<file path="src/design/scancode_to_char_fifo_unit_macros.svh">
// assertion macros for the scancode to character ring unit
// used by the top level only, no other dependencies
`ifndef SCANCODE_TO_CHAR_FIFO_UNIT_MACROS_SVH
`define SCANCODE_TO_CHAR_FIFO_UNIT_MACROS_SVH
`ifndef ASSERT_OFF
// same-cycle implication, checked out of reset
`define SCF_ASSERT_IMP(lbl, clk, rstn, ante, cons) \
  lbl: assert property (@(posedge clk) disable iff (!(rstn)) (ante) |-> (cons)) \
    else $error("check failed");
// next-cycle implication, checked out of reset
`define SCF_ASSERT_NXT(lbl, clk, rstn, ante, cons) \
  lbl: assert property (@(posedge clk) disable iff (!(rstn)) (ante) |=> (cons)) \
    else $error("check failed");
`else
`define SCF_ASSERT_IMP(lbl, clk, rstn, ante, cons)
`define SCF_ASSERT_NXT(lbl, clk, rstn, ante, cons)
`endif
`endif

</file>
<file path="src/design/scfifo_pkg.sv">
// shared types, codes and the set-1 character map
// no dependencies
`timescale 1ns / 1ps

package scfifo_pkg;

  // word kinds
  localparam logic KIND_SCAN = 1'b0;
  localparam logic KIND_READ = 1'b1;

  // navigation scancodes
  localparam logic [7:0] SC_HOME = 8'h47;
  localparam logic [7:0] SC_UP   = 8'h48;
  localparam logic [7:0] SC_PGUP = 8'h49;
  localparam logic [7:0] SC_END  = 8'h4F;
  localparam logic [7:0] SC_DOWN = 8'h50;
  localparam logic [7:0] SC_PGDN = 8'h51;

  localparam int         SCREEN_ROWS    = 25;
  localparam logic [7:0] PAGE_LINES_RST = 8'd20;

  // ring control from the decode side
  typedef struct packed {
    logic       push;
    logic       pop;
    logic [6:0] push_char;
  } ring_ctl_t;

  // ring status back to the decode side
  typedef struct packed {
    logic       empty;
    logic       full;
    logic       empty_nxt;
    logic [6:0] head_char;
  } ring_sts_t;

  function automatic logic is_nav_key(input logic [7:0] sc);
    logic r;
    r = (sc == SC_HOME) || (sc == SC_UP) || (sc == SC_PGUP) ||
        (sc == SC_END) || (sc == SC_DOWN) || (sc == SC_PGDN);
    return r;
  endfunction

  // set-1 make code to ascii, zero where unmapped
  function automatic logic [6:0] map_char(input logic [6:0] code);
    logic [6:0] c;
    case (code)
      7'd1:  c = 7'h1B;
      7'd2:  c = 7'h31;
      7'd3:  c = 7'h32;
      7'd4:  c = 7'h33;
      7'd5:  c = 7'h34;
      7'd6:  c = 7'h35;
      7'd7:  c = 7'h36;
      7'd8:  c = 7'h37;
      7'd9:  c = 7'h38;
      7'd10: c = 7'h39;
      7'd11: c = 7'h30;
      7'd12: c = 7'h2D;
      7'd13: c = 7'h3D;
      7'd14: c = 7'h08;
      7'd15: c = 7'h09;
      7'd16: c = 7'h71;
      7'd17: c = 7'h77;
      7'd18: c = 7'h65;
      7'd19: c = 7'h72;
      7'd20: c = 7'h74;
      7'd21: c = 7'h79;
      7'd22: c = 7'h75;
      7'd23: c = 7'h69;
      7'd24: c = 7'h6F;
      7'd25: c = 7'h70;
      7'd26: c = 7'h5B;
      7'd27: c = 7'h5D;
      7'd28: c = 7'h0A;
      7'd30: c = 7'h61;
      7'd31: c = 7'h73;
      7'd32: c = 7'h64;
      7'd33: c = 7'h66;
      7'd34: c = 7'h67;
      7'd35: c = 7'h68;
      7'd36: c = 7'h6A;
      7'd37: c = 7'h6B;
      7'd38: c = 7'h6C;
      7'd39: c = 7'h3B;
      7'd40: c = 7'h27;
      7'd41: c = 7'h60;
      7'd43: c = 7'h5C;
      7'd44: c = 7'h7A;
      7'd45: c = 7'h78;
      7'd46: c = 7'h63;
      7'd47: c = 7'h76;
      7'd48: c = 7'h62;
      7'd49: c = 7'h6E;
      7'd50: c = 7'h6D;
      7'd51: c = 7'h2C;
      7'd52: c = 7'h2E;
      7'd53: c = 7'h2F;
      7'd55: c = 7'h2A;
      7'd57: c = 7'h20;
      default: c = 7'h00;
    endcase
    return c;
  endfunction

endpackage

</file>
<file path="src/design/scfifo_ring.sv">
// character ring: storage memory, read/write pointers and head prefetch
// depends on scfifo_pkg
`timescale 1ns / 1ps

module scfifo_ring #(
  parameter int RING_DEPTH = 128
) (
  input  logic                  clk,
  input  logic                  rst_n,
  input  scfifo_pkg::ring_ctl_t ctl,
  output scfifo_pkg::ring_sts_t sts
);

  localparam int              PTR_W    = $clog2(RING_DEPTH);
  localparam logic [PTR_W-1:0] PTR_LAST = PTR_W'(RING_DEPTH - 1);

  logic [6:0]       mem [RING_DEPTH];
  logic [PTR_W-1:0] wr_ptr_r, wr_ptr_nxt;
  logic [PTR_W-1:0] rd_ptr_r, rd_ptr_nxt;
  logic [PTR_W-1:0] wr_inc, rd_inc;
  logic [6:0]       head_r;
  logic             empty, full, do_push, do_pop;

  // wrapping increments
  assign wr_inc = (wr_ptr_r == PTR_LAST) ? '0 : wr_ptr_r + 1'b1;
  assign rd_inc = (rd_ptr_r == PTR_LAST) ? '0 : rd_ptr_r + 1'b1;

  assign empty   = (rd_ptr_r == wr_ptr_r);
  assign full    = (wr_inc == rd_ptr_r);
  assign do_push = ctl.push && !full;
  assign do_pop  = ctl.pop && !empty;

  assign wr_ptr_nxt = do_push ? wr_inc : wr_ptr_r;
  assign rd_ptr_nxt = do_pop ? rd_inc : rd_ptr_r;

  // pointer registers
  always_ff @(posedge clk) begin
    if (!rst_n) begin
      wr_ptr_r <= '0;
      rd_ptr_r <= '0;
    end else begin
      wr_ptr_r <= wr_ptr_nxt;
      rd_ptr_r <= rd_ptr_nxt;
    end
  end

  // storage write and head prefetch, forwarding a write to the next head slot
  always_ff @(posedge clk) begin
    if (do_push) begin
      mem[wr_ptr_r] <= ctl.push_char;
    end
    if (do_push && (wr_ptr_r == rd_ptr_nxt)) begin
      head_r <= ctl.push_char;
    end else begin
      head_r <= mem[rd_ptr_nxt];
    end
  end

  assign sts.empty     = empty;
  assign sts.full      = full;
  assign sts.empty_nxt = (rd_ptr_nxt == wr_ptr_nxt);
  assign sts.head_char = head_r;

endmodule

</file>
<file path="src/design/scfifo_scroll.sv">
// scroll row register and navigation key handling
// depends on scfifo_pkg
`timescale 1ns / 1ps

module scfifo_scroll (
  input  logic        clk,
  input  logic        rst_n,
  input  logic        key_en,
  input  logic [7:0]  scancode,
  input  logic [11:0] cursor_row,
  input  logic [7:0]  page_lines,
  output logic [11:0] row_nxt,
  output logic        redraw
);

  localparam logic [11:0] ROWS     = 12'(scfifo_pkg::SCREEN_ROWS);
  localparam logic [11:0] ROWS_M1  = 12'(scfifo_pkg::SCREEN_ROWS - 1);

  logic [11:0] row_r;
  logic [11:0] row_new;
  logic        redraw_new;
  logic [12:0] pgdn_sum;
  logic [11:0] pl_ext;

  assign pl_ext   = {4'b0, page_lines};
  assign pgdn_sum = {1'b0, row_r} + {5'b0, page_lines};

  // per-key row update
  always_comb begin
    row_new    = row_r;
    redraw_new = 1'b0;
    case (scancode)
      scfifo_pkg::SC_UP: begin
        if (row_r != '0) begin
          row_new    = row_r - 1'b1;
          redraw_new = 1'b1;
        end
      end
      scfifo_pkg::SC_DOWN: begin
        if (row_r < cursor_row) begin
          row_new    = row_r + 1'b1;
          redraw_new = 1'b1;
        end
      end
      scfifo_pkg::SC_PGUP: begin
        row_new    = (row_r > pl_ext) ? row_r - pl_ext : '0;
        redraw_new = 1'b1;
      end
      scfifo_pkg::SC_PGDN: begin
        row_new    = (pgdn_sum > {1'b0, cursor_row}) ? cursor_row : pgdn_sum[11:0];
        redraw_new = 1'b1;
      end
      scfifo_pkg::SC_HOME: begin
        row_new    = '0;
        redraw_new = 1'b1;
      end
      scfifo_pkg::SC_END: begin
        row_new    = (cursor_row >= ROWS) ? cursor_row - ROWS_M1 : '0;
        redraw_new = 1'b1;
      end
      default: begin
        row_new    = row_r;
        redraw_new = 1'b0;
      end
    endcase
  end

  assign row_nxt = key_en ? row_new : row_r;
  assign redraw  = key_en && redraw_new;

  // scroll row register
  always_ff @(posedge clk) begin
    if (!rst_n) begin
      row_r <= '0;
    end else begin
      row_r <= row_nxt;
    end
  end

endmodule

</file>
<file path="src/design/scancode_to_char_fifo_unit.sv">
// The output register takes the result word of an accepted input word in the next cycle.
// Throughput: one word per cycle when the output is not stalled; the ring head is prefetched
// from the memory every cycle, with a write to the next head slot forwarded, so reads and
// pushes may alternate freely. Input stalls only while a result waits on a stalled output.
// Reset (synchronous, rst_n low) clears pointers, scroll row and output valid, and sets
// page_lines to 20; ring contents stay undefined and need no clearing pass.
`timescale 1ns / 1ps
`include "scancode_to_char_fifo_unit_macros.svh"

module scancode_to_char_fifo_unit #(
  parameter int RING_DEPTH = 128
) (
  input  logic        clk,
  input  logic        rst_n,
  // configuration
  input  logic        cfg_we,
  input  logic [7:0]  cfg_wdata,
  // input words
  input  logic        in_valid,
  output logic        in_stall,
  input  logic        in_kind,
  input  logic [7:0]  in_scancode,
  input  logic [11:0] in_cursor_row,
  // result words
  output logic        out_valid,
  input  logic        out_stall,
  output logic        out_char_valid,
  output logic [6:0]  out_char_out,
  output logic        out_fifo_empty,
  output logic        out_dropped,
  output logic [11:0] out_scroll_row,
  output logic        out_redraw
);

  logic                  page_step_set;
  logic [7:0]            page_lines_r;
  logic                  accept;
  logic                  key_word;
  logic                  nav_key;
  logic [6:0]            mapped;
  logic                  push_req;
  logic                  pop_ok;
  logic [11:0]           row_nxt;
  logic                  redraw;
  scfifo_pkg::ring_ctl_t ring_ctl;
  scfifo_pkg::ring_sts_t ring_sts;

  logic                  out_valid_r;
  logic                  char_valid_r;
  logic [6:0]            char_out_r;
  logic                  fifo_empty_r;
  logic                  dropped_r;
  logic [11:0]           scroll_row_r;
  logic                  redraw_r;

  // page step register
  always_ff @(posedge clk) begin
    if (!rst_n) begin
      page_lines_r <= scfifo_pkg::PAGE_LINES_RST;
    end else if (cfg_we) begin
      page_lines_r <= cfg_wdata;
    end
  end
  assign page_step_set = |page_lines_r;

  // handshake
  assign in_stall = out_valid_r && out_stall;
  assign accept   = in_valid && !in_stall;

  // decode
  assign key_word = (in_kind == scfifo_pkg::KIND_SCAN) && !in_scancode[7];
  assign nav_key  = scfifo_pkg::is_nav_key(in_scancode);
  assign mapped   = scfifo_pkg::map_char(in_scancode[6:0]);
  assign push_req = accept && key_word && !nav_key && (mapped != '0);
  assign pop_ok   = accept && (in_kind == scfifo_pkg::KIND_READ) && !ring_sts.empty;

  assign ring_ctl.push      = push_req;
  assign ring_ctl.pop       = pop_ok;
  assign ring_ctl.push_char = mapped;

  scfifo_ring #(
    .RING_DEPTH (RING_DEPTH)
  ) u_ring (
    .clk   (clk),
    .rst_n (rst_n),
    .ctl   (ring_ctl),
    .sts   (ring_sts)
  );

  scfifo_scroll u_scroll (
    .clk        (clk),
    .rst_n      (rst_n),
    .key_en     (accept && key_word),
    .scancode   (in_scancode),
    .cursor_row (in_cursor_row),
    .page_lines (page_lines_r),
    .row_nxt    (row_nxt),
    .redraw     (redraw)
  );

  // output valid
  always_ff @(posedge clk) begin
    if (!rst_n) begin
      out_valid_r <= 1'b0;
    end else if (accept) begin
      out_valid_r <= 1'b1;
    end else if (!out_stall) begin
      out_valid_r <= 1'b0;
    end
  end

  // output payload
  always_ff @(posedge clk) begin
    if (accept) begin
      char_valid_r <= pop_ok;
      char_out_r   <= pop_ok ? ring_sts.head_char : '0;
      fifo_empty_r <= ring_sts.empty_nxt;
      dropped_r    <= push_req && ring_sts.full;
      scroll_row_r <= row_nxt;
      redraw_r     <= redraw;
    end
  end

  assign out_valid      = out_valid_r;
  assign out_char_valid = char_valid_r;
  assign out_char_out   = char_out_r;
  assign out_fifo_empty = fifo_empty_r;
  assign out_dropped    = dropped_r;
  assign out_scroll_row = scroll_row_r;
  assign out_redraw     = redraw_r;

  // checks
  `SCF_ASSERT_IMP(a_ring_not_full_and_empty, clk, rst_n, ring_sts.full, !ring_sts.empty)
  `SCF_ASSERT_NXT(a_push_fills_ring, clk, rst_n, push_req && !ring_sts.full, !ring_sts.empty)
  `SCF_ASSERT_IMP(a_result_kinds_exclusive, clk, rst_n, out_valid_r && char_valid_r, !dropped_r && !redraw_r)
  `SCF_ASSERT_IMP(a_page_step_nonzero_after_reset, clk, rst_n, $past(!rst_n), page_step_set)

endmodule
</file>
<file path="config.mk">
export PLATFORM = sky130hd
export DESIGN_NAME = scancode_to_char_fifo_unit
export DESIGN_NICKNAME = d
export VERILOG_FILES = /design/src/design/scfifo_pkg.sv /design/src/design/scfifo_ring.sv /design/src/design/scfifo_scroll.sv /design/src/design/scancode_to_char_fifo_unit.sv
export VERILOG_INCLUDE_DIRS = /design/src /design/src/design
export SDC_FILE = /design/constraint.sdc
export NUM_CORES = 1
export LEC_CHECK = 0
export BUFFER_PORTS_ARGS = -buffer_cell sky130_fd_sc_hd__clkbuf_2
export CORE_UTILIZATION = 48
export DETAILED_ROUTE_END_ITERATION = 16
export HOLD_SLACK_MARGIN = 0.08
export PLACE_DENSITY_LB_ADDON = 0.2
export RECOVER_POWER = 50
export SYNTH_ARGS = -nofsm -noshare
export SYNTH_HDL_FRONTEND = slang
export SYNTH_SLANG_ARGS = --single-unit
</file>
<file path="constraint.sdc">
create_clock -name clk -period 13.95 [get_ports clk]
set_input_delay 2.0925 -clock clk [delete_from_list [all_inputs] [get_ports clk]]
set_output_delay 2.0925 -clock clk [all_outputs]
set_load 0.02 [all_outputs]
</file>
==> results of run 1 <==
[cell usage in the layout (no fill, tap or decap), types with 12 or more instances in the layout]
cell	instances
a211oi_1	12
a21o_1	15
a21oi_1	43
a31oi_1	12
and3_1	18
buf_4	13
bufinv_16	15
clkbuf_1	59
clkbuf_16	99
clkbuf_2	29
clkinv_1	17
clkinv_2	18
dfxtp_1	38
edfxtp_1	919
ha_1	53
inv_1	47
mux2i_1	23
mux4_2	295
nand2_1	57
nand2b_1	15
nand3_1	24
nor2_1	212
nor2b_1	14
nor3_1	22
o21ai_0	41
xnor2_1	37
xor2_1	14
[logic make-up (layout without fill, tap and decap cells)]
group,after synthesis,in the layout,share of synthesized area
flops,961,961,0.6932
fa+ha+maj,55,55,0.01714
mux,321,321,0.1684
xor+xnor,52,52,0.01144
simple gates,440,440,0.05237
compound gates,225,225,0.03931
buf+inv,177,312,0.01818
[Yosys cell counts (16+ instances only)]
cell type / number / area share
edfxtp_1: 919 / 0.67
dfxtp_1: 42 / 0.020
clkbuf_1: 74 / 0.0068
and2_1: 16 / 0.0024
mux2i_1: 23 / 0.0056
inv_1: 47 / 0.0043
a21oi_1: 43 / 0.0052
nor3_1: 22 / 0.0027
ha_1: 53 / 0.016
and3_1: 18 / 0.0027
mux4_2: 295 / 0.16
xnor2_1: 37 / 0.0079
buf_2: 34 / 0.0041
nand3_1: 24 / 0.0029
nand2_1: 58 / 0.0053
o21ai_0: 40 / 0.0049
nor2_1: 211 / 0.019
[worst max-delay path, delay by kind of cell]
kind | cells | cell delay [ps]
buf+inv | 4 | 4390
compound gates | 3 | 580
mux | 1 | 260
fa+ha+maj | 1 | 420
simple gates | 4 | 2340
[per-layer routing]
metal	track usage	wire (um)
met5	0	27
met4	0.05678	2246
met3	0.04291	7412
met2	0.3778	48550
met1	0.3466	43330
[state kept, by name, summed over array words and instances, names as in the netlist, named ones only]
register and cells:
u_ring.mem 896, out_scroll_row 12, u_scroll.row_r 12, page_lines_r 8
out_char_out 7, u_ring.rd_ptr_r 7, u_ring.wr_ptr_r 7, out_char_valid 1
out_dropped 1, out_fifo_empty 1, out_redraw 1, out_valid 1
[power breakdown]
part | internal (mW) | switching (mW)
logic | 0.0842 | 0.182
clock network | 1.58 | 1.09
registers | 3.20 | 0.00839
[area by class of cell]
cell class                 count  area, um^2
clock buffer                 117        2545
clock inverter                63       745.7
fill                        6504       38520
inverter                      48       180.2
multi-input combinational   1093       11810
sequential                   961       28450
tap                         1134        1419
timing repair buffer          84       416.7
[worst paths after layout]
check	endpoint	slack, ps	cells past startpoint
worst min register to register	page_lines_r[2]$_SDFFE_PN1P_	510	2
worst max register to register	out_char_out[3]$_SDFFCE_PN0P_	4970	7
worst max-delay path	u_ring.mem[35][3]$_DFFE_PP_	4110	13
worst min-delay path	page_lines_r[2]$_SDFFE_PN1P_	510	2
[through the flow]
stage / cell area, um^2 / power, mW
after floorplan: 41020 / 3.434
after global placement: 42450 / 3.538
after detailed placement: 42450 / 3.539
after CTS: 45740 / 6.190
after global routing: 45570 / 6.310
final: 45570 / 6.154
==> summary.md, run 1 <==
| Metric | Value |
|---|---|
| Result of the run | finished, violations left |
| Violations in the final reports | max-capacitance violations, max-slew violations |
| EDFF count, synth | ~920 |
| Max FO, Critical Path | about 60 |
| Count of maximum capacitance violations | 18 |
| Hold/Removal Path Class | reg2reg |
| Post-synthesis async set-or-reset flop share | 0 |
| Cell count after synthesis | ~2.2k |
| Final routed wirelength across all metal layers | around 100000 um |
| DR DRC count | 0 |
| Crit end category | flip-flop |
| Vias after detailed routing | between 20k and 25k |
| F_max | 101.6 MHz |
| Layout overhead on the synthesized area | 11.07% |
| Yosys warning count | 0 |
| Endpoint required time on the critical path | about 14000 ps |
| Layout net count | 2374 |
| Post-Route Skew | approximately 23 ps |
| Critical Path Slowest Stage Cell | clkbuf_1 |
| Clk sink count | 961 |
| Category of the worst setup path launch point | primary input |
| Number of antenna diodes | 0 |
| Cell at the root of the clock tree | clkbuf_16 |
| Leakage power of the design | 14.22 nW |
| Worst Path Arrival | 10130 ps |
| Antenna violations before repair | 2 |
| Final worst path period need | slightly below 10000 ps |
| Mapped cell area | a little over 40000 um^2 |
| Cell Pwr Density | ~140 nW/um^2 |
| Clock latency on the worst-skew pair | between 600 and 700 ps |
| PostCTS Resize Cnt | 0 |
| Leftover overflow at the end of global routing | 0 |
| Largest net degree at the start of global routing | between 100 and 150 |
| Beginning of the worst hold path | page_lines_r[2]$_SDFFE_PN1P_ |
| Post-DP HPWL | around 63000 um |
| Post-placement cell count | around 3.3k |
| Start-to-end type of the worst setup path | in2reg |
| Number of endpoints with negative hold slack in the final report | 0 |
| Initial cell density of the core | 0.4879 |
| Total die area | 86640 um^2 |
| Final critical-path share of the clock period | 0.7055 |
| Post-Synthesis Mean Instance Area | ~18 um^2 |
| Detailed-route wire length per cell | slightly below 30 um |
| Number of buffers on the longest clock path | 3 |
| Number of synthesized register bits | approximately 960 |
| Number of rows created at floorplan | ~110 |
| Hold buffer count at cts | 0 |
| Vias in the first global route | approximately 22k |
| First element of the critical path | in_scancode[2] |
| Die Span X | between 200 and 300 um |
| Total Routing Usage GR | 0.2390 |
| Number of buffers created by CTS | 97 |
| Post-route setup slack | ~4000 ps |
| Post-layout utilization of the core | 0.5419 |
| Worst hold slack | just over 500 ps |
| Synthesized netlist net count | ~2.3k |
| H-tree lvl count | 3 |
| Fraction of final layout cells with drive strength greater than 1 | 0.2194 |
| Non-filler instance count after layout | roughly 3.5k |
| Mean number of vias per cell | 6.259 |
| Crit path cell chain | clkbuf_1 > clkinv_1 > ha_1 > mux2_2 > a31o_2 > a211oi_1 > clkbuf_1 > a311oi_1 > nor4b_1 > nor2_1 > nand4_1 > buf_4 > nor2_1 |
| Top Ports | slightly below 60 |
| Number of max-slew violations in the final report | 900 |
| Buffers inserted during post-CTS setup optimization | 0 |
| Distinct cell type count of the synthesized netlist | between 90 and 100 |
| Most used flip-flop cell after synthesis | edfxtp_1 |
| Iter 0 DRT Violations | 2440 |
| Clock tree from TritonCTS | built |
| Relative slew slack | -1.822 |
| Maximum VDD drop | about 120 uV |
| Worst path max stage delay | 2370 ps |
| Setup slack after placement | 6419 ps |
| Die outline height | between 200 and 300 um |
| RSZ-0062 raised after global routing | no |
| Quantity of I/O buffers inserted on ports | between 50 and 60 |
| Sequential fraction of the synthesis area | 0.6932 |
| First-pass GRT wire length | between 150000 and 200000 um |
| Post-detailed-route count of antenna-violating nets | 0 |
| Final number of setup-violating endpoints | 0 |
| First drt pass iteration count | 7 |
| Setup TNS after final layout | 0 ps |
| Actual slew at the worst max-slew pin | approximately 4200 ps |
| Clock edge transition at the registers on the reported setup and hold paths | 60 ps |
| Core Area | roughly 84000 um^2 |
| Routability congestion estimate from global placement | roughly 0.94 |
Power figures use the tool's default switching activity.
==> inputs of run 2 (changes only) <==
==> constraint.sdc (replaced) <==
create_clock -name clk -period 8.1 [get_ports clk]
set_input_delay 1.215 -clock clk [delete_from_list [all_inputs] [get_ports clk]]
set_output_delay 1.215 -clock clk [all_outputs]
set_load 0.02 [all_outputs]
==> run 2 against run 1 <==
Compared with the run above:
- the run still ends with max-capacitance violations, max-slew violations left
- register-to-register slack got worse by 2500 ps
- combinational power increased by 70%
- core utilization is 0.25 points lower
- clock power rose by 60%
- clock-buffer cell count is 2 higher
- power up 67%
- sequential share of layout area up 0.28 points
- largest power group unchanged
==> summary.md, run 2 (same netlist as run 1, synthesis figures left out) <==
| Metric | Value |
|---|---|
| Result of the run | finished, violations left |
| Violations in the final reports | max-capacitance violations, max-slew violations |
| FF-to-FF setup slack | 2470 ps (-2500 ps) |
| Worst path max stage delay | 2490 ps (+120 ps) |
| Largest net degree at the start of global routing | 120 (-7.0%) |
| Number of cells traversed by the worst hold path | 2 (unchanged) |
| Vias after detailed routing | 21.85k (-0.24%) |
| Setup TNS after final layout | 0 ps (unchanged) |
| Core Area | 84090 um^2 (unchanged) |
| Total power draw | 10.26 mW (+67%) |
| Crit end category | flip-flop |
| Routability congestion estimate from global placement | 0.9183 (-2.2%) |
| Clk sink count | 961 (unchanged) |
| Maximum VDD drop | 159.2 uV (+35%) |
| Portion of total power attributed to combinational logic | 0.044 (about the same) |
| Endpoint of the worst hold-timing path | page_lines_r[4]$_SDFFE_PN1P_ |
| Number of max-slew violations in the final report | 704 (-22%) |
| Cell area after placement | 42450 um^2 (about the same) |
| Clock edge transition at the registers on the reported setup and hold paths | 60 ps (about the same) |
| Leftover overflow at the end of global routing | 0 (unchanged) |
| Cell Pwr Density | 226.3 nW/um^2 (+68%) |
| RSZ-0062 raised after global routing | no |
| Final routed wirelength across all metal layers | 100400 um (-1.2%) |
| Number of antenna diodes | 0 (unchanged) |
| Leakage power of the design | 14.12 nW (-0.73%) |
| Commonest non-fill, non-tap cell in the layout | edfxtp_1 |
| Final critical-path share of the clock period | 0.7999 |
| F_max | ~150 MHz |
| Worst Path Arrival | 6810 ps (-3320 ps) |
| Initial cell density of the core | 0.4879 (unchanged) |
| PostCTS Resize Cnt | 0 (unchanged) |
| Actual slew at the worst max-slew pin | 3683 ps (-549.3 ps) |
| Switching fraction of total power | 0.2136 (+0.004738) |
| Vias in the first global route | 21.76k (-0.95%) |
| Register name with the most flops | u_ring.mem |
| H-tree lvl count | 3 (unchanged) |
| Beginning of the worst hold path | page_lines_r[4]$_SDFFE_PN1P_ |
| Kind of cell adding the most delay to the critical path | buffers and inverters |
| Critical Path Slowest Stage Cell | clkbuf_1 |
| Die Span X | 294.4 um (unchanged) |
| Final number of setup-violating endpoints | 0 (unchanged) |
| Antenna violations before repair | 2 (unchanged) |
| Final worst path period need | between 6000 and 7000 ps |
| Mean number of vias per cell | 6.244 (-0.24%) |
| Final Instance Area | 45360 um^2 (-0.45%) |
| Layout net count | 2375 (+0.042%) |
| Detailed-route wire length per cell | 28.68 um (-1.2%) |
| Die outline height | 294.4 um (unchanged) |
| Net Switching | 2.192 mW (+71%) |
| R2R depth | 6 (-1) |
| First drt pass iteration count | 5 (-2) |
| Top Ports | 59 (unchanged) |
| Layout overhead on the synthesized area | 10.57% |
| Max FO, Critical Path | 66 (+12%) |
| Iter 0 DRT Violations | 2206 (-9.6%) |
| Crit path cell chain | clkbuf_2 > clkinv_1 > ha_1 > mux2_2 > a31o_2 > a211oi_1 > clkbuf_1 > buf_4 |
| Number of rows created at floorplan | 106 (unchanged) |
| Number of buffers created by CTS | 100 (+3.1%) |
| Post-detailed-route count of antenna-violating nets | 0 (unchanged) |
| Clock network fraction of total power | 0.417 (-0.018) |
| Hold/Removal Path Class | reg2reg |
| Hold buffer count at cts | 0 (unchanged) |
| Critical path buffers and inverters | 4 (unchanged) |
| DR DRC count | 0 (unchanged) |
| Total Routing Usage GR | 0.2370 (-0.001942) |
| Relative slew slack | -1.456 (+0.3662) |
| Post-DP HPWL | 62290 um (-1.4%) |
| Number of buffers on the longest clock path | 3 (unchanged) |
| Post-Route Skew | 30.98 ps (+7.716 ps) |
| Sequential power share | 0.539 (+0.017) |
| Endpoint required time on the critical path | 8440 ps (-5800 ps) |
| Fraction of final layout cells with drive strength greater than 1 | 0.2181 (-0.001268) |
| Quantity of I/O buffers inserted on ports | 58 (unchanged) |
| Number of endpoints with negative hold slack in the final report | 0 (unchanged) |
| Category of the worst setup path launch point | primary input |
| Power Internal | 8.072 mW (+66%) |
| Commonest non-fill, non-tap cells in the layout | edfxtp_1, mux4_2, nor2_1 |
| Buffers inserted during post-CTS setup optimization | 0 (unchanged) |
| Worst hold slack | 512.2 ps (-0.9850 ps) |
| Max FFs per register | 896 (unchanged) |
| Total die area | 86640 um^2 (unchanged) |
| Start-to-end type of the worst setup path | in2reg |
| Worst reg2reg endpoint | out_char_out[6]$_SDFFCE_PN0P_ |
| Cell at the root of the clock tree | clkbuf_16 |
| Count of maximum capacitance violations | 14 (-4) |
| First-pass GRT wire length | 150200 um (-0.47%) |
| Clock tree from TritonCTS | built |
| Clock latency on the worst-skew pair | 660 ps (about the same) |
[run 2: cell count changes in the layout (fill, tap and decap cells not counted), sizes merged]
cell      previous run  this run
clkinvlp             5         8
clkinv              40        45
clkbuf             187       186
bufinv              15         4
buf                 14        15
inv                 51        54
[run 2: worst register-to-register path, cell delays in order, from the launching register on]
cell and delay, ps:
dfxtp_1 2160, buf_4 1060, mux4_2 670, mux4_2 540, mux4_2 530, mux2i_1 160
nor2_1 140
[run 2: power by group through the flow]
stage               registers (mW)  logic, mW  clock network (mW)
global placement              5.62      0.468                   0
finish                        5.53      0.453                4.28
global route                  5.53      0.487                4.53
floorplan                     5.63      0.282                   0
CTS                           5.52      0.470                4.34
detailed placement            5.62      0.470                   0
[run 2: final cells by class]
| type | instances | area (um^2) |
|---|---|---|
| well taps | 1134 | 1419 |
| clock buffers | 119 | 2595 |
| fillers | 6524 | 38730 |
| clock inverters | 63 | 450.4 |
| multi-input cells | 1093 | 11840 |
| inverters | 48 | 180.2 |
| repair buffers | 82 | 427.9 |
| flip-flops and latches | 961 | 28450 |
[run 2: worst max path at each step]
stage,start,end,depth (start not counted)
floorplan,in_scancode[1],u_ring.mem[29][0]$_DFFE_PP_,12
global placement,in_scancode[1],u_ring.mem[74][1]$_DFFE_PP_,12
detailed placement,in_scancode[3],u_ring.mem[42][1]$_DFFE_PP_,10
CTS,in_scancode[3],u_ring.mem[42][3]$_DFFE_PP_,10
global route,in_scancode[2],u_ring.mem[110][5]$_DFFE_PP_,8
finish,in_scancode[2],u_ring.mem[16][5]$_DFFE_PP_,8
[run 2: per-stage QoR]
stage / instances / setup WS [ps] / utilization
floorplan: 2231 / 828.0 / -
global placement: 3318 / 2144 / 0.5049
global route: 3500 / 1268 / 0.5394
CTS: 3500 / 2648 / 0.5411
finish: 3500 / 1621 / 0.5394
detailed placement: 3318 / 1970 / 0.5049
[run 2: per-layer routing]
metal  global-route usage  routed length [um]  up-vias
met1               0.3554               43560    11510
li1                     -                   -     9210
met5                    0                  13        -
met4              0.05577                2261        2
met3              0.03476                7077      155
met2               0.3687               47480      977
